--- src/cosine_eased_waypoint_sequencer_unit_macros.svh ---
// Assertion helpers shared by the sequencer modules.
// Each macro expects clk and arst_n in scope.
`ifndef COSINE_EASED_WAYPOINT_SEQUENCER_UNIT_MACROS_SVH
`define COSINE_EASED_WAYPOINT_SEQUENCER_UNIT_MACROS_SVH

// Same-cycle implication.
`define CEWS_ASSERT_NOW(lbl, ante, cons) \
	lbl: assert property (@(posedge clk) disable iff (!arst_n) (ante) |-> (cons)) \
		else $error("sequencer check failed");

// Next-cycle implication.
`define CEWS_ASSERT_NEXT(lbl, ante, cons) \
	lbl: assert property (@(posedge clk) disable iff (!arst_n) (ante) |=> (cons)) \
		else $error("sequencer check failed");

`endif

--- src/cews_pkg.sv ---
`default_nettype none
package cews_pkg;

	localparam int PROGRESS_BITS = 10;
	localparam int TICK_BITS     = 16;
	localparam int CFG_W         = 16;
	localparam int CFG_IDX_W     = 3;
	localparam int HEIGHT_W      = 16;
	localparam int CMP_W         = (TICK_BITS > CFG_W) ? TICK_BITS : CFG_W;
	localparam int EASE_DEPTH    = 1 << PROGRESS_BITS;
	localparam int EASE_W        = 17;
	localparam int DH_W          = HEIGHT_W + 1;
	localparam int PROD_W        = DH_W + EASE_W + 1;
	localparam int DIV_CNT_W     = $clog2(PROGRESS_BITS);
	localparam logic [63:0] PI_Q62 = 64'hC90FDAA22168C235;

	typedef enum logic [2:0] {
		ST_IDLE,
		ST_SETUP,
		ST_DIV,
		ST_ROM,
		ST_MUL,
		ST_FIN
	} state_t;

	typedef enum logic [2:0] {
		PH_HOVER   = 3'd0,
		PH_DESCEND = 3'd1,
		PH_CLOSE   = 3'd2,
		PH_LIFT    = 3'd3,
		PH_HOLD    = 3'd4
	} phase_t;

	typedef enum logic [CFG_IDX_W-1:0] {
		CFG_HOVER_HEIGHT       = 3'd0,
		CFG_GRASP_HEIGHT       = 3'd1,
		CFG_LIFT_HEIGHT        = 3'd2,
		CFG_DESCEND_START_TICK = 3'd3,
		CFG_DESCEND_END_TICK   = 3'd4,
		CFG_CLOSE_END_TICK     = 3'd5,
		CFG_LIFT_END_TICK      = 3'd6
	} cfg_idx_t;

	// controller -> datapath
	typedef struct packed {
		logic accept;
		logic setup;
		logic div_step;
		logic rom_rd;
		logic mul;
		logic load_out;
	} cmd_t;

	// datapath -> controller
	typedef struct packed {
		logic eased;
		logic out_free;
	} status_t;

	typedef logic [EASE_W-1:0] ease_rom_t [EASE_DEPTH];

	// (a * b) >> 62, Q62 operands
	function automatic logic [63:0] mul_q62(input logic [63:0] a, input logic [63:0] b);
		logic [127:0] p;
		p = 128'(a) * 128'(b);
		return p[125:62];
	endfunction

	// floor(num / den) by shift and subtract; den nonzero
	function automatic logic [63:0] udiv64(input logic [63:0] num, input logic [63:0] den);
		logic [64:0] rem;
		logic [63:0] quo;
		rem = '0;
		quo = '0;
		for (int i = 63; i >= 0; i--) begin
			rem = {rem[63:0], num[i]};
			if (rem >= {1'b0, den}) begin
				rem    = rem - {1'b0, den};
				quo[i] = 1'b1;
			end
		end
		return quo;
	endfunction

	// round(65536 * sin^2(pi * k / 2^(PROGRESS_BITS+1))), Taylor series in Q62
	function automatic logic [EASE_W-1:0] ease_weight(input logic [63:0] k);
		logic [63:0] mask;
		logic [63:0] th;
		logic [63:0] th2;
		logic [63:0] term;
		logic [63:0] s;
		logic [63:0] sq;
		mask = (64'd1 << (PROGRESS_BITS + 1)) - 64'd1;
		th   = (PI_Q62 >> (PROGRESS_BITS + 1)) * k
			+ (((PI_Q62 & mask) * k) >> (PROGRESS_BITS + 1));
		th2  = mul_q62(th, th);
		term = th;
		s    = th;
		for (int n = 1; n <= 15; n++) begin
			term = udiv64(mul_q62(term, th2), 64'(2 * n) * 64'(2 * n + 1));
			if (n % 2 == 1) begin
				s = s - term;
			end else begin
				s = s + term;
			end
		end
		sq = mul_q62(s, s) + (64'd1 << 45);
		return sq[46 +: EASE_W];
	endfunction

	function automatic ease_rom_t build_ease_rom();
		ease_rom_t rom;
		for (int k = 0; k < EASE_DEPTH; k++) begin
			rom[k] = ease_weight(64'(k));
		end
		return rom;
	endfunction

endpackage
`default_nettype wire

--- src/cews_ctrl.sv ---
`default_nettype none
`include "cosine_eased_waypoint_sequencer_unit_macros.svh"
module cews_ctrl (
	input  wire logic             clk,
	input  wire logic             arst_n,
	input  wire logic             in_valid,
	input  wire cews_pkg::status_t status,
	output logic                  in_stall,
	output cews_pkg::cmd_t        cmd
);

	cews_pkg::state_t state_q, state_nxt;
	logic [cews_pkg::DIV_CNT_W-1:0] div_cnt_q;
	logic div_last;

	assign div_last = (div_cnt_q == cews_pkg::DIV_CNT_W'(cews_pkg::PROGRESS_BITS - 1));

	always_comb begin
		state_nxt = state_q;
		unique case (state_q)
			cews_pkg::ST_IDLE: begin
				if (in_valid) state_nxt = cews_pkg::ST_SETUP;
			end
			cews_pkg::ST_SETUP: begin
				state_nxt = status.eased ? cews_pkg::ST_DIV : cews_pkg::ST_FIN;
			end
			cews_pkg::ST_DIV: begin
				if (div_last) state_nxt = cews_pkg::ST_ROM;
			end
			cews_pkg::ST_ROM: state_nxt = cews_pkg::ST_MUL;
			cews_pkg::ST_MUL: state_nxt = cews_pkg::ST_FIN;
			cews_pkg::ST_FIN: begin
				if (status.out_free) state_nxt = cews_pkg::ST_IDLE;
			end
			default: state_nxt = cews_pkg::ST_IDLE;
		endcase
	end

	always_comb begin
		cmd          = '0;
		cmd.accept   = (state_q == cews_pkg::ST_IDLE) && in_valid;
		cmd.setup    = (state_q == cews_pkg::ST_SETUP);
		cmd.div_step = (state_q == cews_pkg::ST_DIV);
		cmd.rom_rd   = (state_q == cews_pkg::ST_ROM);
		cmd.mul      = (state_q == cews_pkg::ST_MUL);
		cmd.load_out = (state_q == cews_pkg::ST_FIN) && status.out_free;
	end

	assign in_stall = (state_q != cews_pkg::ST_IDLE);

	always_ff @(posedge clk or negedge arst_n) begin
		if (!arst_n) begin
			state_q   <= cews_pkg::ST_IDLE;
			div_cnt_q <= '0;
		end else begin
			state_q <= state_nxt;
			if (state_q == cews_pkg::ST_DIV) begin
				div_cnt_q <= div_cnt_q + cews_pkg::DIV_CNT_W'(1);
			end else begin
				div_cnt_q <= '0;
			end
		end
	end

	`CEWS_ASSERT_NEXT(a_accept_to_setup, cmd.accept, state_q == cews_pkg::ST_SETUP)
	`CEWS_ASSERT_NOW(a_div_cnt_range, state_q == cews_pkg::ST_DIV, div_cnt_q <= cews_pkg::DIV_CNT_W'(cews_pkg::PROGRESS_BITS - 1))
	`CEWS_ASSERT_NEXT(a_load_returns_idle, cmd.load_out, state_q == cews_pkg::ST_IDLE)

endmodule
`default_nettype wire

--- config.mk ---
export PLATFORM = sky130hd
export DESIGN_NAME = cews_ctrl
export DESIGN_NICKNAME = d
export VERILOG_FILES = /design/src/cews_pkg.sv /design/src/cews_ctrl.sv
export VERILOG_INCLUDE_DIRS = /design/src /design/src/src
export SDC_FILE = /design/constraint.sdc
export NUM_CORES = 1
export LEC_CHECK = 0
export BUFFER_PORTS_ARGS = -buffer_cell sky130_fd_sc_hd__buf_2
export CORE_AREA = 5 5 42 44
export CTS_CLUSTER_DIAMETER = 30
export DETAILED_ROUTE_END_ITERATION = 8
export DIE_AREA = 0 0 47 49
export GPL_TIMING_DRIVEN = 0
export SETUP_SLACK_MARGIN = 0.2
export SYNTH_ARGS = -nofsm -noshare
export SYNTH_HDL_FRONTEND = slang
export SYNTH_SLANG_ARGS = --single-unit
--- constraint.sdc ---
create_clock -name clk -period 2.3 [get_ports clk]
set_input_delay 0 -clock clk [delete_from_list [all_inputs] [get_ports clk]]
set_output_delay 0 -clock clk [all_outputs]
set_load 0.1 [all_outputs]
; Yosys cells after proc, flatten, opt, wreduce, memory -nomap -nowiden
; Cells that the tools add are included.
[totals]
input_bits = 5
word_cells = 23
ff_bits = 7
out_inout_bits = 7
[classes]
n_eq_ne = 9
addsub = 1
reduce_logical = 5
mux = 6
[ops]
columns = cell, count
row1 = $pmux 3 s6, 1
row2 = $mux 3, 4
row3 = $eq 3x2->1 const B, 2
row4 = $eq 3x3->1 const B, 2
row5 = $add 4x1->4 const B, 1
row6 = $eq 4x4->1 const B, 1
row7 = $mux 4, 1
row8 = $ne 2x2->1 const B, 2
row9 = $eq 3x1->1 const B, 1
row10 = $logic_not 3->1, 1
row11 = $reduce_and 3->1, 1
row12 = $reduce_bool 3->1, 1
row13 = $logic_and 1x1->1, 2
row14 = $ne 2x1->1 const B, 1

; Longest topological paths before layout
[depth]
depth_word = 3
ltp_mapped = 4
depth_no_buf = 4

; Least setup slack after synthesis
; Ideal clock, no wire load.
[synth_path]
kind = reg2out
from = register state_q[0]
to = output cmd[4] (netlist name)
n_path_buf = 1
stages_incl_launch_ff = 3
path_slack_ns = -0.504
arrival_time_ns = 2.804
cell_sequence = dfrtp_1 clkbuf_1 nor3b_1
[synth_lines]
columns = element, line
row1 = from (decl), cews_ctrl.sv:12  ; cews_pkg::state_t state_q, state_nxt;
row2 = from (signal assigned), cews_ctrl.sv:53  ; state_q <= cews_pkg::ST_IDLE;
row3 = from (signal assigned), cews_ctrl.sv:56  ; state_q <= state_nxt;
row4 = to (decl), cews_ctrl.sv:9  ; output cews_pkg::cmd_t cmd

==> impl_metrics.tcl <==
set metrics [dict create \
    run_status "finished clean" \
    synth_most_common_cell "dfrtp_1" \
    fin_nets 67 \
    reg2reg_depth 4 \
    finalSetupViolCount 0 \
    ys_top_cells_by_count "7 x dfrtp_1, 5 x nor2_1, 4 x inv_1" \
    ys_seq_area_frac 0.422 \
    grt_pass1_wl_mm 1.30 \
    max_freq_mhz 561 \
    cts_tree "done" \
    ant_nets 0 \
    worstPathRequired_ns 2.30 \
    synth_cells 43 \
    setup_ws_ns 0.517 \
    final-hold-violation-count 0 \
    numCtsBuffers 3 \
    core_mm2 0.00140 \
    drc 0 \
    ios 12 \
    cts_buffer_depth 2 \
    area_growth_pct 31.0 \
    period_needed_ns 1.78 \
    first_global_vias 321 \
    die_y_um 49 \
    worstSetupStartpointType "register" \
    cts.clk_slew.worst_paths_ns 0.05 \
    avgViaCountPerCell 4.29 \
    htreeDepth 1 \
    synth-main-ff-cell "dfrtp_1" \
    critPathCaptureType "output pin" \
    die_w_um 47 \
    drt_iter0_drc 3 \
    max-cap-violations 0 \
    layout-drive-gt1-share 0.407 \
    clkLatencyLatePin_ns 0.24 \
    arrival_ns 1.78 \
    criticalPathCategory "reg2out" \
    avgSynthCellArea_um2 9.66 \
    worstReg2RegStart "state_q[2]" \
    wirelength_um 720 \
    start_util 0.296 \
    clock_skew_ns 0.000744 \
    yosysWarnings 0 \
    cts_root_buf "clkbuf_4" \
    r2r-end "state_q[0]" \
    wire_per_inst_um 9.60 \
    rows 14 \
    drv_slew 0 \
    reg2reg_slack_ns 1.06 \
    max_slew_margin 0.679 \
    first_pass_iters 2 \
    preCtsSetupSlack_ns 0.771 \
    dieArea_mm2 0.00230 \
    synth_cell_type_count 24 \
    hpwl_um 540 \
    tightestPinTransition_ns 0.485 \
    clock_sinks 7 \
    rsz0062_at_grt "false" \
    grt_max_degree 11 \
    fin_crit_sh 0.775 \
    finalSetupTns_ns 0 \
    place.gp.congestion 0.677 \
    synth_top_area_share 0.422 \
    hold_class "in2reg" \
    min_from "status[1]" \
    min_delay_path_depth 3 \
    post_cts_buffers 0 \
    synth_nets 50 \
    synth_area_leaders "dfrtp_1 42%, ha_1 6.0%, nor2_1 4.5%" \
    ctsResizeCount 0 \
    min_to "state_q[1]" \
    path_max_fanout 10 \
    antenna_found_initial 0 \
    ys_async_sr_fraction 1.00 \
    synth_edf_count 0 \
    vias 322 \
    io_buffers 11 \
    overflow 0 \
    mappedNetlistArea_um2 415 \
    cts_hold_buffers 1 \
    synth_top_area_cell "dfrtp_1" \
    ys_ff_latch 7 \
    gr-usage-all-layers 0.0817 \
    antenna_cells 0 \
]
==> cells in the final DEF (no fill, tap or decap) <==
cell type      count
a211o_1            1
a21oi_1            2
and3b_2            1
and4b_2            1
buf_2             12
buf_6              1
clkbuf_1           3
clkbuf_4           3
dfrtp_1            7
dlygate4sd3_1      1
ha_1               2
inv_1              4
mux2_4             1
nand2_1            2
nand2b_1           1
nand3_1            1
nand3b_1           1
nor2_1             4
nor2_4             1
nor3_1             1
nor3b_2            2
o21ai_0            2
o31ai_2            1
or3_2              1
or3b_1             1
xnor2_1            1
xor2_1             1
==> cell type report <==
cell class	count	area, µm²
Inverter	4	15.0
Timing Repair Buffer	12	65.1
Buffer	4	23.8
Clock buffer	4	26.3
Multi-Input combinational cell	28	219
Fill cell	142	857
Tap cell	16	20.0
Sequential cell	7	175
==> metal layers <==
layer,global-route usage,vias to the layer above,wire [µm]
met4,0.0829,0,22
met1,0.0880,140,316
li1,-,175,-
met2,0.118,5,355
met3,0.0221,2,26
met5,0,-,0
==> worst max-delay path, cell delays in order (launching register included) <==
cell     delay (ns)
dfrtp_1        0.36
buf_2          0.17
or3_2          0.50
nor2_4         0.09
buf_2          0.42
==> kinds of logic after synthesis <==
kind of cell	after synthesis	share of synthesized area
adders and majority gates	2	0.0602
DFF	7	0.422
muxes	1	0.0361
and+or+nand+nor	17	0.247
AOI/OAI and AO/OA	6	0.0994
buffers and inverters	8	0.0934
xor gates and xnor gates	2	0.0422
==> flip-flops by register name, summed over array words and instances (netlist names) <==
name	flops
div_cnt_q	4
state_q	3
==> worst max-delay path by stage <==
| stage | slack, ns | end | from | depth (start not counted) |
|---|---|---|---|---|
| floorplan | 0.46 | cmd[4] | state_q[0] | 2 |
| global placement | 0.78 | cmd[5] | state_q[1] | 4 |
| detailed placement | 0.77 | cmd[5] | state_q[1] | 4 |
| CTS | 0.50 | cmd[5] | state_q[1] | 4 |
| global route | 0.46 | cmd[5] | state_q[1] | 4 |
| finish | 0.52 | cmd[5] | state_q[1] | 4 |
==> through the flow <==
step / utilization / std cells / hold WS, ns / instance area, µm²
finish: 0.388 / 75 / 0.0387 / 544
global route: 0.388 / 75 / 0.0646 / 544
CTS: 0.388 / 75 / 0.0313 / 544
detailed placement: 0.363 / 70 / -0.157 / 508
global placement: 0.363 / 70 / -0.162 / 508
floorplan: - / 43 / -0.296 / 433
Power is not shown: default switching activity piles up to over one toggle a cycle in this logic, so the estimate is an artifact.
